## src/sv/grc_pkg.sv

```systemverilog
// Shared constants and types for the gyro rate conditioner.
`timescale 1ns / 1ps

package grc_pkg;

    // Default number of calibration samples per run
    localparam int CAL_SAMPLES_DEF = 32;

    // Stream widths
    localparam int S_DATA_W = 128;
    localparam int S_USER_W = 1;
    localparam int M_DATA_W = 104;
    localparam int M_USER_W = 1;

    // Configuration port
    localparam int CFG_ADDR_W = 3;
    localparam int CFG_DATA_W = 8;

    localparam logic [CFG_ADDR_W-1:0] REG_SENSOR_TYPE = 3'd0;
    localparam logic [CFG_ADDR_W-1:0] REG_ACCEL_VALID = 3'd1;
    localparam logic [CFG_ADDR_W-1:0] REG_MID_LR      = 3'd2;
    localparam logic [CFG_ADDR_W-1:0] REG_MID_FB      = 3'd3;
    localparam logic [CFG_ADDR_W-1:0] REG_MID_DU      = 3'd4;

    // Input item kind
    localparam logic KIND_CAL = 1'b0;
    localparam logic KIND_RUN = 1'b1;

    // Rate scaling by sensor type
    typedef enum logic [2:0] {
        ST_NEG_DOUBLE = 3'd0,  // roll -2x, pitch 2x, yaw /2
        ST_HALF_YAW   = 3'd1,  // yaw /2
        ST_HALF_A     = 3'd2,  // roll, pitch /2, yaw /4
        ST_HALF_B     = 3'd3,  // same as ST_HALF_A
        ST_DIGITAL    = 3'd4,  // roll, pitch /256, yaw /512
        ST_NONE       = 3'd5,  // all rates zero
        ST_QUARTER    = 3'd6,  // roll, pitch /4, yaw /8
        ST_RAW        = 3'd7   // unscaled
    } sensor_type_t;

    // Accelerometer and drift correction constants
    localparam logic signed [15:0] ONE_G       = 16'sd1024;
    localparam logic signed [19:0] GRAV_MUL    = 20'sd11;
    localparam int                 GRAV_SHIFT  = 5;
    localparam int                 CORR_SHIFT  = 3;
    localparam logic signed [14:0] CORR_LIM    = 15'sd3;

endpackage

```

## src/sv/gyro_rate_conditioner.sv

```systemverilog
// Gyro rate conditioner top level: calibration, rate scaling and drift correction.
`timescale 1ns / 1ps

// Conditions three-axis gyro samples, one result item per input item. An input
// item moves through an input register and then through the arithmetic into
// the result register, so a new item is taken every cycle unless the m_ side
// applies backpressure or the neutrals are being divided. Calibration items
// (tuser = 0) add the raw gyro readings into per-axis sums; the CAL_SAMPLES-th
// one divides the sums into the new neutrals, adding twice mid_lr and mid_fb to
// the roll and pitch sums when the accelerometer is off. That division runs in
// the cycle after the completing item leaves the input register (a constant
// reciprocal multiply) and holds the next item in the input register while it
// runs. Run items (tuser = 1) subtract the neutrals, scale by sensor_type and,
// with accel_valid set, also give offset-corrected accelerations and roll/pitch
// drift corrections in -3..3. Write configuration only while the block idles.
module gyro_rate_conditioner #(
    parameter int CAL_SAMPLES = grc_pkg::CAL_SAMPLES_DEF   // 2..256
) (
    input  logic                            aclk,
    input  logic                            aresetn,

    input  logic                            s_tvalid,
    output logic                            s_tready,
    // gyro_roll, gyro_pitch, gyro_yaw, accel_lr, accel_fb, accel_du,
    // angle_roll, angle_pitch (16 bits each, from bit 0 up)
    input  logic [grc_pkg::S_DATA_W-1:0]    s_tdata,
    // kind
    input  logic [grc_pkg::S_USER_W-1:0]    s_tuser,

    output logic                            m_tvalid,
    input  logic                            m_tready,
    // rate_roll, rate_pitch, rate_yaw (16 each), corr_roll, corr_pitch (3 each),
    // acc_lr_out, acc_fb_out, acc_du_out (16 each), 2 zero pad bits
    output logic [grc_pkg::M_DATA_W-1:0]    m_tdata,
    // calibrated
    output logic [grc_pkg::M_USER_W-1:0]    m_tuser,

    input  logic                            cfg_wen,
    input  logic [grc_pkg::CFG_ADDR_W-1:0]  cfg_addr,
    input  logic [grc_pkg::CFG_DATA_W-1:0]  cfg_wdata
);

    // Sum width covers CAL_SAMPLES full-scale samples plus twice an 8-bit mid
    localparam int CNT_W  = $clog2(CAL_SAMPLES);
    localparam int SUM_W  = 17 + $clog2(CAL_SAMPLES);
    // Round-up reciprocal: exact floor(n / CAL_SAMPLES) for n < 2**SUM_W
    localparam int DIV_K  = SUM_W + $clog2(CAL_SAMPLES);
    localparam longint unsigned DIV_M =
        ((64'd1 << DIV_K) + CAL_SAMPLES - 1) / CAL_SAMPLES;
    localparam int M_W    = SUM_W + 1;
    localparam int PROD_W = SUM_W + M_W;
    localparam logic [M_W-1:0]   DIV_M_C  = M_W'(DIV_M);
    localparam logic [CNT_W-1:0] CNT_LAST = CNT_W'(CAL_SAMPLES - 1);

    // Configuration
    grc_pkg::sensor_type_t  sens_type_reg;
    logic                   accel_valid_reg;
    logic signed [7:0]      mid_lr_reg;
    logic signed [7:0]      mid_fb_reg;
    logic signed [7:0]      mid_du_reg;

    // Input register and result register
    logic                           in_valid_reg;
    logic [grc_pkg::S_DATA_W-1:0]   in_tdata_reg;
    logic                           in_kind_reg;
    logic                           out_valid_reg;
    logic [grc_pkg::M_DATA_W-1:0]   out_tdata_reg;
    logic                           out_cal_reg;

    // Calibration state
    logic signed [SUM_W-1:0]  sum_reg [3];
    logic [CNT_W-1:0]         cnt_reg;
    logic signed [15:0]       neut_reg [3];
    logic                     div_pend_reg;
    logic [SUM_W-1:0]         div_mag_reg [3];
    logic                     div_neg_reg [3];

    logic adv;
    logic cal_last;

    logic signed [15:0]       gyro [3];
    logic signed [SUM_W-1:0]  sum_next [3];
    logic signed [SUM_W-1:0]  total [3];
    logic [SUM_W-1:0]         mag [3];
    logic signed [15:0]       neut_next [3];
    logic [PROD_W-1:0]        prod [3];

    logic signed [15:0] d_ro, d_pi, d_ya;
    logic signed [15:0] ro, pi, ya;
    logic signed [15:0] acc_lr, acc_fb, acc_du;
    logic signed [2:0]  c_ro, c_pi;
    logic [grc_pkg::M_DATA_W-1:0] out_tdata_next;
    logic                         out_cal_next;

    // Drift correction for one axis: (acc - ((angle * 11) >> 5) + rate) >> 3,
    // clamped to -3..3
    function automatic logic signed [2:0] drift_corr(
        input logic signed [15:0] acc,
        input logic signed [15:0] angle,
        input logic signed [15:0] rate
    );
        logic signed [19:0] scaled;
        logic signed [19:0] shifted;
        logic signed [15:0] grav;
        logic signed [17:0] tot;
        logic signed [14:0] sh;
        logic signed [2:0]  res;
        scaled  = 20'(angle) * grc_pkg::GRAV_MUL;
        shifted = scaled >>> grc_pkg::GRAV_SHIFT;
        grav    = 16'(-shifted);
        tot     = 18'(acc) + 18'(grav) + 18'(rate);
        sh      = 15'(tot >>> grc_pkg::CORR_SHIFT);
        if (sh > grc_pkg::CORR_LIM) begin
            res = 3'(grc_pkg::CORR_LIM);
        end else if (sh < -grc_pkg::CORR_LIM) begin
            res = 3'(-grc_pkg::CORR_LIM);
        end else begin
            res = sh[2:0];
        end
        return res;
    endfunction

    // Advance the input register into the result register when the result register
    // is free or being taken, unless the neutrals are being divided out this cycle
    assign adv      = in_valid_reg && !div_pend_reg && (!out_valid_reg || m_tready);
    assign s_tready = !in_valid_reg || adv;
    assign cal_last = (cnt_reg == CNT_LAST);

    assign m_tvalid = out_valid_reg;
    assign m_tdata  = out_tdata_reg;
    assign m_tuser  = out_cal_reg;

    // Calibration sums and the closing divide
    always_comb begin
        for (int i = 0; i < 3; i++) begin
            gyro[i]     = in_tdata_reg[16*i +: 16];
            sum_next[i] = sum_reg[i] + SUM_W'(gyro[i]);
            total[i]    = sum_next[i];
        end
        if (!accel_valid_reg) begin
            total[0] = sum_next[0] + ({{(SUM_W-8){mid_lr_reg[7]}}, mid_lr_reg} <<< 1);
            total[1] = sum_next[1] + ({{(SUM_W-8){mid_fb_reg[7]}}, mid_fb_reg} <<< 1);
        end
        for (int i = 0; i < 3; i++) begin
            mag[i]       = total[i][SUM_W-1] ? SUM_W'(-total[i]) : SUM_W'(total[i]);
            prod[i]      = PROD_W'(div_mag_reg[i]) * PROD_W'(DIV_M_C);
            neut_next[i] = div_neg_reg[i] ? -$signed(prod[i][DIV_K +: 16])
                                          : $signed(prod[i][DIV_K +: 16]);
        end
    end

    // Run path: subtract neutrals, scale, then accelerometer terms
    always_comb begin
        d_ro = gyro[0] - neut_reg[0];
        d_pi = gyro[1] - neut_reg[1];
        d_ya = gyro[2] - neut_reg[2];
        ro   = d_ro;
        pi   = d_pi;
        ya   = d_ya;
        unique case (sens_type_reg) inside
            grc_pkg::ST_NEG_DOUBLE: begin
                ro = -(d_ro <<< 1);
                pi = d_pi <<< 1;
                ya = d_ya >>> 1;
            end
            grc_pkg::ST_HALF_YAW: begin
                ya = d_ya >>> 1;
            end
            grc_pkg::ST_HALF_A, grc_pkg::ST_HALF_B: begin
                ro = d_ro >>> 1;
                pi = d_pi >>> 1;
                ya = d_ya >>> 2;
            end
            grc_pkg::ST_DIGITAL: begin
                ro = d_ro >>> 8;
                pi = d_pi >>> 8;
                ya = d_ya >>> 9;
            end
            grc_pkg::ST_NONE: begin
                ro = '0;
                pi = '0;
                ya = '0;
            end
            grc_pkg::ST_QUARTER: begin
                ro = d_ro >>> 2;
                pi = d_pi >>> 2;
                ya = d_ya >>> 3;
            end
            grc_pkg::ST_RAW: begin
            end
            default: begin
            end
        endcase

        acc_lr = $signed(in_tdata_reg[63:48]) - 16'(mid_lr_reg);
        acc_fb = $signed(in_tdata_reg[79:64]) - 16'(mid_fb_reg);
        acc_du = $signed(in_tdata_reg[95:80]) - 16'(mid_du_reg) - grc_pkg::ONE_G;
        c_ro   = drift_corr(acc_lr, $signed(in_tdata_reg[111:96]), ro);
        c_pi   = drift_corr(acc_fb, $signed(in_tdata_reg[127:112]), pi);

        out_tdata_next = '0;
        out_cal_next   = 1'b0;
        if (in_kind_reg == grc_pkg::KIND_RUN) begin
            if (accel_valid_reg) begin
                out_tdata_next = {2'b00, acc_du, acc_fb, acc_lr, c_pi, c_ro, ya, pi, ro};
            end else begin
                out_tdata_next[47:0] = {ya, pi, ro};
            end
        end else begin
            out_cal_next = cal_last;
        end
    end

    // Control, configuration and calibration state
    always_ff @(posedge aclk) begin
        if (!aresetn) begin
            sens_type_reg   <= grc_pkg::ST_RAW;
            accel_valid_reg <= 1'b0;
            mid_lr_reg      <= '0;
            mid_fb_reg      <= '0;
            mid_du_reg      <= '0;
            in_valid_reg    <= 1'b0;
            out_valid_reg   <= 1'b0;
            cnt_reg         <= '0;
            div_pend_reg    <= 1'b0;
            for (int i = 0; i < 3; i++) begin
                sum_reg[i]  <= '0;
                neut_reg[i] <= '0;
            end
        end else begin
            if (cfg_wen) begin
                unique case (cfg_addr)
                    grc_pkg::REG_SENSOR_TYPE:
                        sens_type_reg <= grc_pkg::sensor_type_t'(cfg_wdata[2:0]);
                    grc_pkg::REG_ACCEL_VALID: accel_valid_reg <= cfg_wdata[0];
                    grc_pkg::REG_MID_LR:      mid_lr_reg      <= $signed(cfg_wdata);
                    grc_pkg::REG_MID_FB:      mid_fb_reg      <= $signed(cfg_wdata);
                    grc_pkg::REG_MID_DU:      mid_du_reg      <= $signed(cfg_wdata);
                    default: begin
                    end
                endcase
            end

            if (s_tready) begin
                in_valid_reg <= s_tvalid;
            end
            if (adv) begin
                out_valid_reg <= 1'b1;
            end else if (m_tready) begin
                out_valid_reg <= 1'b0;
            end

            // Finish the divide: load the new neutrals
            if (div_pend_reg) begin
                div_pend_reg <= 1'b0;
                for (int i = 0; i < 3; i++) begin
                    neut_reg[i] <= neut_next[i];
                end
            end

            if (adv && in_kind_reg == grc_pkg::KIND_CAL) begin
                if (cal_last) begin
                    cnt_reg      <= '0;
                    div_pend_reg <= 1'b1;
                    for (int i = 0; i < 3; i++) begin
                        sum_reg[i] <= '0;
                    end
                end else begin
                    cnt_reg <= cnt_reg + 1'b1;
                    for (int i = 0; i < 3; i++) begin
                        sum_reg[i] <= sum_next[i];
                    end
                end
            end
        end
    end

    // Payload registers
    always_ff @(posedge aclk) begin
        if (s_tready && s_tvalid) begin
            in_tdata_reg <= s_tdata;
            in_kind_reg  <= s_tuser[0];
        end
        if (adv) begin
            out_tdata_reg <= out_tdata_next;
            out_cal_reg   <= out_cal_next;
        end
        if (adv && in_kind_reg == grc_pkg::KIND_CAL && cal_last) begin
            for (int i = 0; i < 3; i++) begin
                div_mag_reg[i] <= mag[i];
                div_neg_reg[i] <= total[i][SUM_W-1];
            end
        end
    end

`ifndef SYNTHESIS
    // No item passes the arithmetic while the neutrals are being divided
    a_hold_during_div: assert property (@(posedge aclk) disable iff (!aresetn)
        div_pend_reg |-> !adv)
        else $error("item advanced during neutral divide");

    // A completing calibration item always starts the divide
    a_div_follows_cal: assert property (@(posedge aclk) disable iff (!aresetn)
        (adv && in_kind_reg == grc_pkg::KIND_CAL && cal_last) |=> div_pend_reg)
        else $error("calibration completed without divide");

    // The sample count never passes the run length
    a_cnt_range: assert property (@(posedge aclk) disable iff (!aresetn)
        cnt_reg <= CNT_LAST)
        else $error("calibration count out of range");

    // A result marked calibrated carries no rates, corrections or accelerations
    a_cal_zero: assert property (@(posedge aclk) disable iff (!aresetn)
        (m_tvalid && m_tuser[0]) |-> (m_tdata == '0))
        else $error("calibration result with nonzero data");

    // Drift corrections stay within -3..3
    a_corr_range: assert property (@(posedge aclk) disable iff (!aresetn)
        m_tvalid |-> (m_tdata[50:48] != 3'b100 && m_tdata[53:51] != 3'b100))
        else $error("drift correction out of range");
`endif

endmodule

```

## config.mk

```make
export PLATFORM = sky130hd
export DESIGN_NAME = gyro_rate_conditioner
export DESIGN_NICKNAME = d
export VERILOG_FILES = /design/src/sv/grc_pkg.sv /design/src/sv/gyro_rate_conditioner.sv
export SDC_FILE = /design/constraint.sdc
export NUM_CORES = 1
export LEC_CHECK = 0
export BUFFER_PORTS_ARGS = -buffer_cell sky130_fd_sc_hd__buf_2
export CAP_MARGIN = 20
export CORE_MARGIN = 1.5
export CORE_UTILIZATION = 50
export CTS_BUF_LIST = sky130_fd_sc_hd__clkbuf_4
export DETAILED_ROUTE_END_ITERATION = 12
export PLACE_DENSITY_LB_ADDON = 0.12
export SYNTH_ARGS = -nofsm -noshare
export SYNTH_HDL_FRONTEND = slang
export SYNTH_SLANG_ARGS = --single-unit
```

## constraint.sdc

```tcl
create_clock -name aclk -period 7.43 [get_ports aclk]
set_input_delay 0.743 -clock aclk [delete_from_list [all_inputs] [get_ports aclk]]
set_output_delay 0.743 -clock aclk [all_outputs]
set_load 0.02 [all_outputs]
```

Yosys cells after proc, flatten, opt, wreduce, memory -nomap -nowiden
Memories as Yosys holds them, arrays and structs flattened.
Index checks and enable logic that the tools add are counted.
W data, S select, Z words.
{"block": "word_totals", "reg_bits": 268, "ramBits": 183, "in_bits": 145, "memories": 4}
{"memory": "div_mag_reg", "depth": 3, "width": 22, "rd": 3, "rd_clocked_by_memory_dff": 0, "write_ports": 3, "line_no": "gyro_rate_conditioner.sv:75", "rtl": "logic [SUM_W-1:0] div_mag_reg [3];"}
{"memory": "sum_reg", "depth": 3, "width": 22, "rd": 3, "rd_clocked_by_memory_dff": 0, "write_ports": 3, "line_no": "gyro_rate_conditioner.sv:71", "rtl": "logic signed [SUM_W-1:0] sum_reg [3];"}
{"memory": "neut_reg", "depth": 3, "width": 16, "rd": 3, "rd_clocked_by_memory_dff": 0, "write_ports": 3, "line_no": "gyro_rate_conditioner.sv:73", "rtl": "logic signed [15:0] neut_reg [3];"}
{"memory": "div_neg_reg", "depth": 3, "width": 1, "rd": 3, "rd_clocked_by_memory_dff": 0, "write_ports": 3, "line_no": "gyro_rate_conditioner.sv:76", "rtl": "logic div_neg_reg [3];"}
{"block": "op_classes", "add_sub_neg": 26, "n_mul": 2, "n_lt_le_gt_ge": 4, "eq_ne": 11, "muxes": 40, "n_bitwise": 11, "reduce_logical": 23}
{"operator": "$pmux W16 S5", "n": 3}
{"operator": "$mux W22", "n": 9}
{"operator": "$mux W16", "n": 6}
{"operator": "$add A22 B16 Y22", "n": 3}
{"operator": "$neg A22 Y22", "n": 3}
{"operator": "$neg A16 Y16", "n": 4}
{"operator": "$sub A16 B16 Y16", "n": 3}
{"operator": "$sub A16 B8 Y16", "n": 3}
{"operator": "$add A22 B22 Y22", "n": 2}
{"operator": "$mux W44", "n": 1}
{"operator": "$mul A16 B5 Y20 const B", "n": 2}
{"operator": "$add A17 B16 Y18", "n": 2}
{"operator": "$add A16 B16 Y17", "n": 2}
{"operator": "$neg A15 Y16", "n": 2}
{"operator": "$gt A15 B3 Y1 const B", "n": 2}
{"operator": "$lt A15 B3 Y1 const B", "n": 2}
{"operator": "$mux W1", "n": 16}
{"operator": "$sub A16 B12 Y16 const B", "n": 1}
{"operator": "$eq A3 B2 Y1 const B", "n": 4}
{"operator": "$eq A3 B3 Y1 const B", "n": 4}
{"operator": "$reduce_and A2 Y1", "n": 6}
{"operator": "$or A1 B1 Y1", "n": 9}
{"operator": "$eq A3 B1 Y1 const B", "n": 2}
{"operator": "$logic_not A3 Y1", "n": 2}
{"operator": "12 further kinds", "n": 24}

Longest topological paths before layout
Gate-level depths: netlist of run 1.
{"block": "depth", "ltp_word": 9, "mapped_depth": 29, "depth_no_buf": 29}

Least setup slack after synthesis of run 1
Ideal clock, no wire load.
{"block": "synth_timing", "path_kind": "reg-to-reg", "startpoint": "register in_tdata_reg[0] (netlist name)", "endpoint": "register out_tdata_reg, in the netlist m_tdata[49] (data pin)", "arrival_time_ps": 6088, "setup_slack_ps": 1085, "path_stages_with_launch": 28, "path_cell_list": "edfxtp_1 > inv_1 > ha_1 > inv_1 > fa_1 > a211oi_1 > o211ai_1 > a221oi_1 > o21bai_1 > a21o_1 > xor2_1 > nand2_1 > o2bb2ai_1 > fa_1 > inv_1 > ha_1 > buf_6 > o21a_1 > o21ai_0 > nand2b_1 > a21o_2 > and3_1 > a211oi_1 > xnor2_1 > or4b_4 > nor4b_4 > nand2_1 > a32o_1"}
{"block": "synth_between", "elab_chain_cells": 7, "word_cells_on_any_way": 8}
{"item": "from (decl)", "line_no": "gyro_rate_conditioner.sv:64", "rtl": "logic [grc_pkg::S_DATA_W-1:0] in_tdata_reg;"}
{"item": "from (signal assigned)", "line_no": "gyro_rate_conditioner.sv:281", "rtl": "in_tdata_reg <= s_tdata;"}
{"item": "$sub A16 B16 Y16 *", "line_no": "gyro_rate_conditioner.sv:154", "rtl": "d_ro = gyro[0] - neut_reg[0];"}
{"item": "$neg A16 Y16", "line_no": "gyro_rate_conditioner.sv:162", "rtl": "ro = -(d_ro <<< 1);"}
{"item": "$pmux W16 S5 *", "line_no": "gyro_rate_conditioner.sv:160", "rtl": "unique case (sens_type_reg) inside"}
{"item": "$add A17 B16 Y18 *", "line_no": "gyro_rate_conditioner.sv:111", "rtl": "tot = 18'(acc) + 18'(grav) + 18'(rate);"}
{"item": "$lt A15 B3 Y1", "line_no": "gyro_rate_conditioner.sv:115", "rtl": "end else if (sh < -grc_pkg::CORR_LIM) begin"}
{"item": "$mux W3", "line_no": "gyro_rate_conditioner.sv:115"}
{"item": "$mux W2 *", "line_no": "gyro_rate_conditioner.sv:113", "rtl": "if (sh > grc_pkg::CORR_LIM) begin"}
{"item": "to (signal assigned)", "line_no": "gyro_rate_conditioner.sv:285", "rtl": "out_tdata_reg <= out_tdata_next;"}
{"item": "to (decl)", "line_no": "gyro_rate_conditioner.sv:67", "rtl": "logic [grc_pkg::M_DATA_W-1:0] out_tdata_reg;"}
Mark *: on every way between the ends. The rest lies on a longest branch, timed or not.
A chain may end at the register's enable or synchronous reset.

Worst setup path in the final report of run 1
{"block": "layout_timing", "startpoint": "register in_tdata_reg[16] (netlist name)", "endpoint": "register out_tdata_reg, in the netlist m_tdata[52] (data pin)"}
{"block": "layout_between", "elab_chain_cells": 6, "word_cells_on_any_way": 7}
{"item": "$sub A16 B16 Y16 *", "line_no": "gyro_rate_conditioner.sv:155", "rtl": "d_pi = gyro[1] - neut_reg[1];"}
{"item": "$pmux W16 S5 *", "line_no": "gyro_rate_conditioner.sv:160"}
{"item": "$add A17 B16 Y18 *", "line_no": "gyro_rate_conditioner.sv:111"}
{"item": "$lt A15 B3 Y1", "line_no": "gyro_rate_conditioner.sv:115"}
{"item": "$mux W3", "line_no": "gyro_rate_conditioner.sv:115"}
{"item": "$mux W2 *", "line_no": "gyro_rate_conditioner.sv:113"}
Marks and branches as above.

==> impl_results.md, run 1 <==
- Antenna violations before repair: 4
- Worst R2R Start: in_tdata_reg[16]$_DFFE_PP_
- Post-synthesis sequential area ratio: 37.99%
- End point of the critical path: m_tdata[52]$_SDFFCE_PN0P_
- Max_slew headroom: 26.77%
- Yosys Warn Count: 0
- Worst setup EP type: register
- Clock Sinks: 433
- Max cap viols: 0
- GR Overflow Total: 0
- Cell row count: 94
- DR WL/cell: 18.94 µm
- #FFs+latches synth: 433
- Final instance area: 38360 µm²
- Filler instances: 5747
- Clk Latency, worst-skew pair: 0.96 ns
- GRT Max-Usage Layer: met2
- Clock transition at the registers of the reported paths: 0.07 ns
- Vias in the first global route: 26930
- Met3 usage: 4.365%
- Pwr dens: 274.4 nW/µm²
- Area grow syn2layout: 15.26%
- Die W: 261.0 µm
- Ys async rst share: 0%
- Drt via density: 5.674
- Final Max Slew Viols: 0
- IO Pins: 252
- R2r worst-path depth: 28
- Worst Min Path Start: s_tdata[64]
- Reg2reg end: m_tdata[52]$_SDFFCE_PN0P_
- Area occupied by registers: 12650 µm²
- Post-synth EDFFs: 397
- Root buffer cell: clkbuf_4
- Total Wirelength: 91680 µm
- Core region area: 65860 µm²
- Final setup fails: 0
- Die ar.: 68120 µm²
- Routed vias: 27460
- Fin crit period: 7.088 ns
- Met2 Resource Use GR: 42.90%
- DRC Markers: 0
- Final Skew: 0.05466 ns
- Crit path DAT: 7.85 ns
- Final instance count without filler cells: 4840
- Type of the worst min-delay path: in2reg
- Gr usage total: 26.61%
- Initial Util: 50.53%
- Worst slew pin tran: 1.096 ns
- Worst IR Drop VDD: 0.1753 mV
- WS Path Type: reg2reg
- Post-route ant nets: 0
- Top FF cell, synth: edfxtp_1
- Nets: 4392
- First-pass GRT wire length: 143100 µm
- Global Route met1 Usage: 36.54%
- H-tree Lvls: 3
- CTS tree: yes
- Maximum operating frequency: 141.1 MHz
- Crit path required time: 8.19 ns
- 1st-iter DRT viols: 2092
- Syn Area/Cell: 9.700 µm²
- Startpoint types: register
- Post-Syn Area: 33280 µm²
- Status: complete, no violations
- Pleak: 16.52 nW
- I/O Buffers: 249
- Setup tns final: 0 ns
- Die height: 261.0 µm
- Share of cells above drive strength 1: 13.17%
- Placed Cells: 4482
- Critical Path Slowest Stage Cell: fa_1
- R2R Setup Slk: 0.34 ns
- Crit path launch: in_tdata_reg[16]$_DFFE_PP_
- Post-Synthesis Cells: 3431
- Final period utilization: 95.39%
- GPL Wtd Cong: 0.9192
- Max Root-Sink Buffers: 3
- Crit-path max FO: 7
- Synth unique cells: 101
- WHS: 0.08940 ns
- Placed inst area: 35430 µm²
- Max stage delay on crit path: 0.57 ns
- TritonCTS Buffers: 119
- First-pass DRT Iterations: 6
- Largest net degree at the start of global routing: 73
- Area of the multi-input gates: 19040 µm²
- Largest register FFs: 128
- Final-report hold violation count: 0
- Dpl hpwl: 69010 µm
[cell usage in the layout (no fill, tap or decap), types with 31 or more instances in the layout]
cell,instances
a21boi_0,33
a21o_1,61
a21oi_1,184
and2_1,67
and3_1,31
buf_2,249
clkbuf_4,163
clkinv_1,38
dfxtp_1,33
dlygate4sd3_1,128
edfxtp_1,397
fa_1,65
ha_1,313
inv_1,333
mux2i_1,44
nand2_1,216
nand2b_1,37
nand3_1,56
nor2_1,331
nor2b_1,54
nor3_1,69
o211ai_1,39
o21a_1,33
o21ai_0,171
or3_1,33
xnor2_1,185
xor2_1,122
[logic make-up (layout without fill, tap and decap cells)]
| family | Yosys count | count (layout) | share of synthesized area (%) |
|---|---|---|---|
| adder cells (fa/ha/maj) | 378 | 378 | 15.68 |
| AO/OA/AOI/OAI | 826 | 826 | 16.73 |
| XOR/XNOR | 308 | 308 | 8.106 |
| other | 1 | 8 | 0.01127 |
| multiplexers | 49 | 49 | 1.493 |
| flip-flops | 433 | 433 | 37.99 |
| buffers and inverters | 422 | 960 | 4.966 |
| AND/OR/NAND/NOR | 1014 | 1014 | 15.03 |
[cell usage after synthesis, drive strengths merged, types with 24 or more instances]
cell | count | area share (%)
a211oi | 31 | 0.70
a21boi | 36 | 0.81
a21o | 63 | 1.4
a21oi | 185 | 2.8
a31oi | 25 | 0.47
and2 | 69 | 1.3
and3 | 31 | 0.58
clkbuf | 70 | 0.83
dfxtp | 36 | 2.2
edfxtp | 397 | 36
fa | 65 | 3.9
ha | 313 | 12
inv | 335 | 3.8
mux2i | 44 | 1.3
nand2 | 219 | 2.5
nand2b | 38 | 0.71
nand3 | 56 | 0.84
nor2 | 331 | 3.7
nor2b | 55 | 1.0
nor3 | 69 | 1.0
o211ai | 40 | 0.94
o21a | 33 | 0.74
o21ai | 177 | 2.7
o21bai | 25 | 0.56
o31ai | 24 | 0.54
or3 | 33 | 0.62
xnor2 | 186 | 4.9
xor2 | 122 | 3.2
[stage by stage]
stage / setup WS (ns) / power [mW] / utilization (%)
global route: -0.02597 / 11.30 / 58.24
global placement: 0.5702 / 8.107 / 53.79
detailed placement: 0.2150 / 8.147 / 53.79
floorplan: 1.085 / 6.948 / -
CTS: 0.1662 / 10.52 / 58.14
finish: 0.3424 / 10.53 / 58.24
[power by group]
part	switching [mW]	internal (mW)
Sequential	0.0817	2.86
Clock	1.08	1.16
Combinational	3.17	2.17
Total	4.33	6.20
[worst max-delay path: cells and delay by family, from the launching register on]
family	cells	cell delay, ns
flops	1	0.39
compound gates	16	3.94
fa+ha+maj	4	1.55
buf+inv	3	0.17
simple gates	5	0.85
[routing by layer]
metal / share of wire (%) / vias up
li1: - / 13380
met1: 46 / 12990
met2: 45 / 912
met3: 6.2 / 179
met4: 2.7 / 2
met5: 0.014 / -
[worst min-delay path by stage]
stage	to	depth (start not counted)
after global routing	in_tdata_reg[64]$_DFFE_PP_	1
final	in_tdata_reg[64]$_DFFE_PP_	1
after CTS	in_tdata_reg[64]$_DFFE_PP_	1
after detailed placement	cnt_reg[4]$_SDFFE_PN0P_	2
after global placement	cnt_reg[4]$_SDFFE_PN0P_	2
after floorplan	cnt_reg[4]$_SDFFE_PN0P_	2
[final cells by class]
cell class              count  area share (%)
diodes                      6         0.03914
repair buffers            403           7.130
multi-input cells        2577           49.63
flip-flops and latches    433           32.97
clock buffers             163           3.190
well taps                 864           2.818
clock inverters            59          0.9394
inverters                 335           3.285
[repair_timing]
item | CTS | global route
hold buffers | 128 | 0
buffers inserted | 0 | 1
hold endpoints to repair | 128 | 0
gates resized for setup | 0 | 8
setup endpoints to repair | 0 | 4
Power figures use the tool's default switching activity.
==> run 2, diff against run 1 <==
Settings changed: ABC_AREA set to 1.
==> run 2 against run 1 <==
Compared with the run above: final area shrank 0.33%; synthesized cell count grew 17%; fmax grew 14%; final cell count grew 12%; utilization is essentially flat; combinational power grew 2%; critical path type unchanged.
==> impl_results.md, run 2 <==
- Status: complete, no violations
- Share of the synthesized area in the top cell type: 35.98%
- Core region area: 65630 µm²
- Max_slew headroom: 29.86%
- GRT Max-Usage Layer: met2
- Max stage delay on crit path: 0.56 ns
- Post-Syn Area: 33130 µm²
- CP dominant cell by count: nand2_1
- Pleak: 18.14 nW
- Final Skew: 0.08789 ns
- 1st-iter DRT viols: 2111
- TritonCTS Buffers: 117
- Antenna violations before repair: 6
- Synth unique cells: 74
- IO Pins: 252
- Filler instances: 6160
- Yosys Warn Count: 0
- I/O Buffers: 249
- Largest net degree at the start of global routing: 104
- Die height: 260.4 µm
- WHS: 0.08457 ns
- Fin crit period: 6.230 ns
- Gr usage total: 26.57%
- Type of the worst min-delay path: in2reg
- Max Root-Sink Buffers: 3
- Post-synthesis sequential area ratio: 38.16%
- Routed vias: 28550
- Clock transition at the registers of the reported paths: 0.07 ns
- Area leader, netlist: edfxtp_1
- Share of cells above drive strength 1: 12.03%
- Area grow syn2layout: 15.40%
- Placed Cells: 5086
- Final instance area: 38230 µm²
- Top-count cell post-synth: nand2_1
- Met3 usage: 4.516%
- R2R Setup Slk: 1.20 ns
- Initial Util: 50.48%
- Drt via density: 5.245
- First-pass DRT Iterations: 7
- Final-report hold violation count: 0
- Crit path DAT: 6.88 ns
- Crit path required time: 8.08 ns
- Worst slew pin tran: 1.052 ns
- CTS tree: yes
- Maximum operating frequency: 160.5 MHz
- Vias in the first global route: 26890
- Nets: 4993
- Syn Area/Cell: 8.260 µm²
- Ys async rst share: 0%
- RSZ-0062 raised after global routing: false
- WS Path Type: reg2reg
- Critical Path Slowest Stage Cell: a2111oi_0
- Area contributors post-synth: edfxtp_1 (36%), ha_1 (12%), nand2_1 (8.2%), inv_1 (7.6%), a21oi_1 (4.9%)
- Placed inst area: 35400 µm²
- Core Util, Final: 58.26%
- Post-Synthesis Cells: 4011
- Final period utilization: 83.85%
- Largest register FFs: 128
- Max cap viols: 0
- Global Route met1 Usage: 36.35%
- #FFs+latches synth: 433
- H-tree Lvls: 3
- Dpl hpwl: 69810 µm
- Post-route setup slack: 1.200 ns
- Startpoint types: register
- First-pass GRT wire length: 141200 µm
- Most frequent cells in the layout: nand2_1 (725), inv_1 (672), edfxtp_1 (397)
- Root buffer cell: clkbuf_4
- Post-route ant nets: 0
- Final setup fails: 0
- Clock Sinks: 433
- DR WL/cell: 16.61 µm
- Top FF cell, synth: edfxtp_1
- Final Max Slew Viols: 0
- Post-synth top cells: nand2_1 (727), inv_1 (672), edfxtp_1 (397)
- Die W: 260.4 µm
- Setup tns final: 0 ns
- Pwr dens: 276.0 nW/µm²
- Worst setup EP type: register
- GPL Wtd Cong: 0.9194
- Crit-path max FO: 6
- Die ar.: 67820 µm²
- Pwr Total: 10.55 mW
- Worst IR Drop VDD: 0.1883 mV
- GR Overflow Total: 0
- Cell row count: 94
- Total Wirelength: 90390 µm
- Met2 Resource Use GR: 42.30%
- Commonest non-fill, non-tap cell in the layout: nand2_1
- Place WS: 1.215 ns
- Post-CTS sizing: 0
- DRC Markers: 0
- Clk Latency, worst-skew pair: 0.95 ns
- Final instance count without filler cells: 5443
- Post-synth EDFFs: 397
-- run 2: cell types whose count changed after synthesis, sizes merged, moves of 88 or more --
| cell | previous run | this run |
|---|---|---|
| a21oi | 185 | 328 |
| inv | 335 | 686 |
| nand2 | 219 | 742 |
| nand3 | 56 | 182 |
| o21ai | 177 | 265 |
| xnor2 | 186 | 61 |
-- run 2: logic make-up after synthesis --
logic type | synth area share [%]
xor+xnor | 5.245
simple gates | 19.45
buf+inv | 8.633
other cells | 0.01132
compound gates | 12.75
flops | 38.16
fa+ha+maj | 15.75
-- run 2: repair_timing --
item	4_1_cts	5_1_grt
hold endpoints to repair	128	0
hold buffers	128	0
setup buffers	0	0
setup endpoints to repair	0	0
-- run 2: layer usage --
metal	wire [µm]	vias up	share of wire [%]
li1	-	14450	-
met1	41330	13060	46
met2	40370	856	45
met3	5640	180	6.2
met4	3022	4	3.3
met5	27	-	0.030
-- run 2: final cells by class --
class	count	area [µm²]	area share, %
Multi-Input combinational cell	2827	17670	46.21
Sequential cell	433	12640	33.06
Timing Repair Buffer	397	2710	7.088
Inverter	694	2606	6.817
Clock buffer	165	1239	3.240
Tap cell	864	1081	2.827
Clock inverter	56	269.0	0.7036
Antenna cell	7	17.52	0.04581
-- run 2: where the power goes --
| part | total [mW] | leakage (nW) | switching, mW | internal (mW) |
|---|---|---|---|---|
| clock network | 2.14 | 0.896 | 1.07 | 1.07 |
| logic | 5.47 | 13.1 | 3.55 | 1.92 |
| registers | 2.94 | 4.18 | 0.0819 | 2.86 |
-- run 2: critical path: cells and delay by family, from the launching register on --
kind / cells / cell delay [ns]
adder cells (fa/ha/maj): 5 / 1.98
AO/OA/AOI/OAI: 8 / 1.90
AND/OR/NAND/NOR: 17 / 1.34
flip-flops: 1 / 0.43
XOR/XNOR: 1 / 0.15
buffers and inverters: 3 / 0.14
-- run 2: worst paths after layout --
kind	cells past startpoint	to	startpoint
setup / recovery	34	m_tdata[48]$_SDFFCE_PN0P_	in_tdata_reg[97]$_DFFE_PP_
hold / removal	1	in_tdata_reg[80]$_DFFE_PP_	s_tdata[80]
setup reg to reg	34	m_tdata[48]$_SDFFCE_PN0P_	in_tdata_reg[97]$_DFFE_PP_
hold reg to reg	2	mid_du_reg[6]$_SDFFE_PN0P_	mid_du_reg[6]$_SDFFE_PN0P_
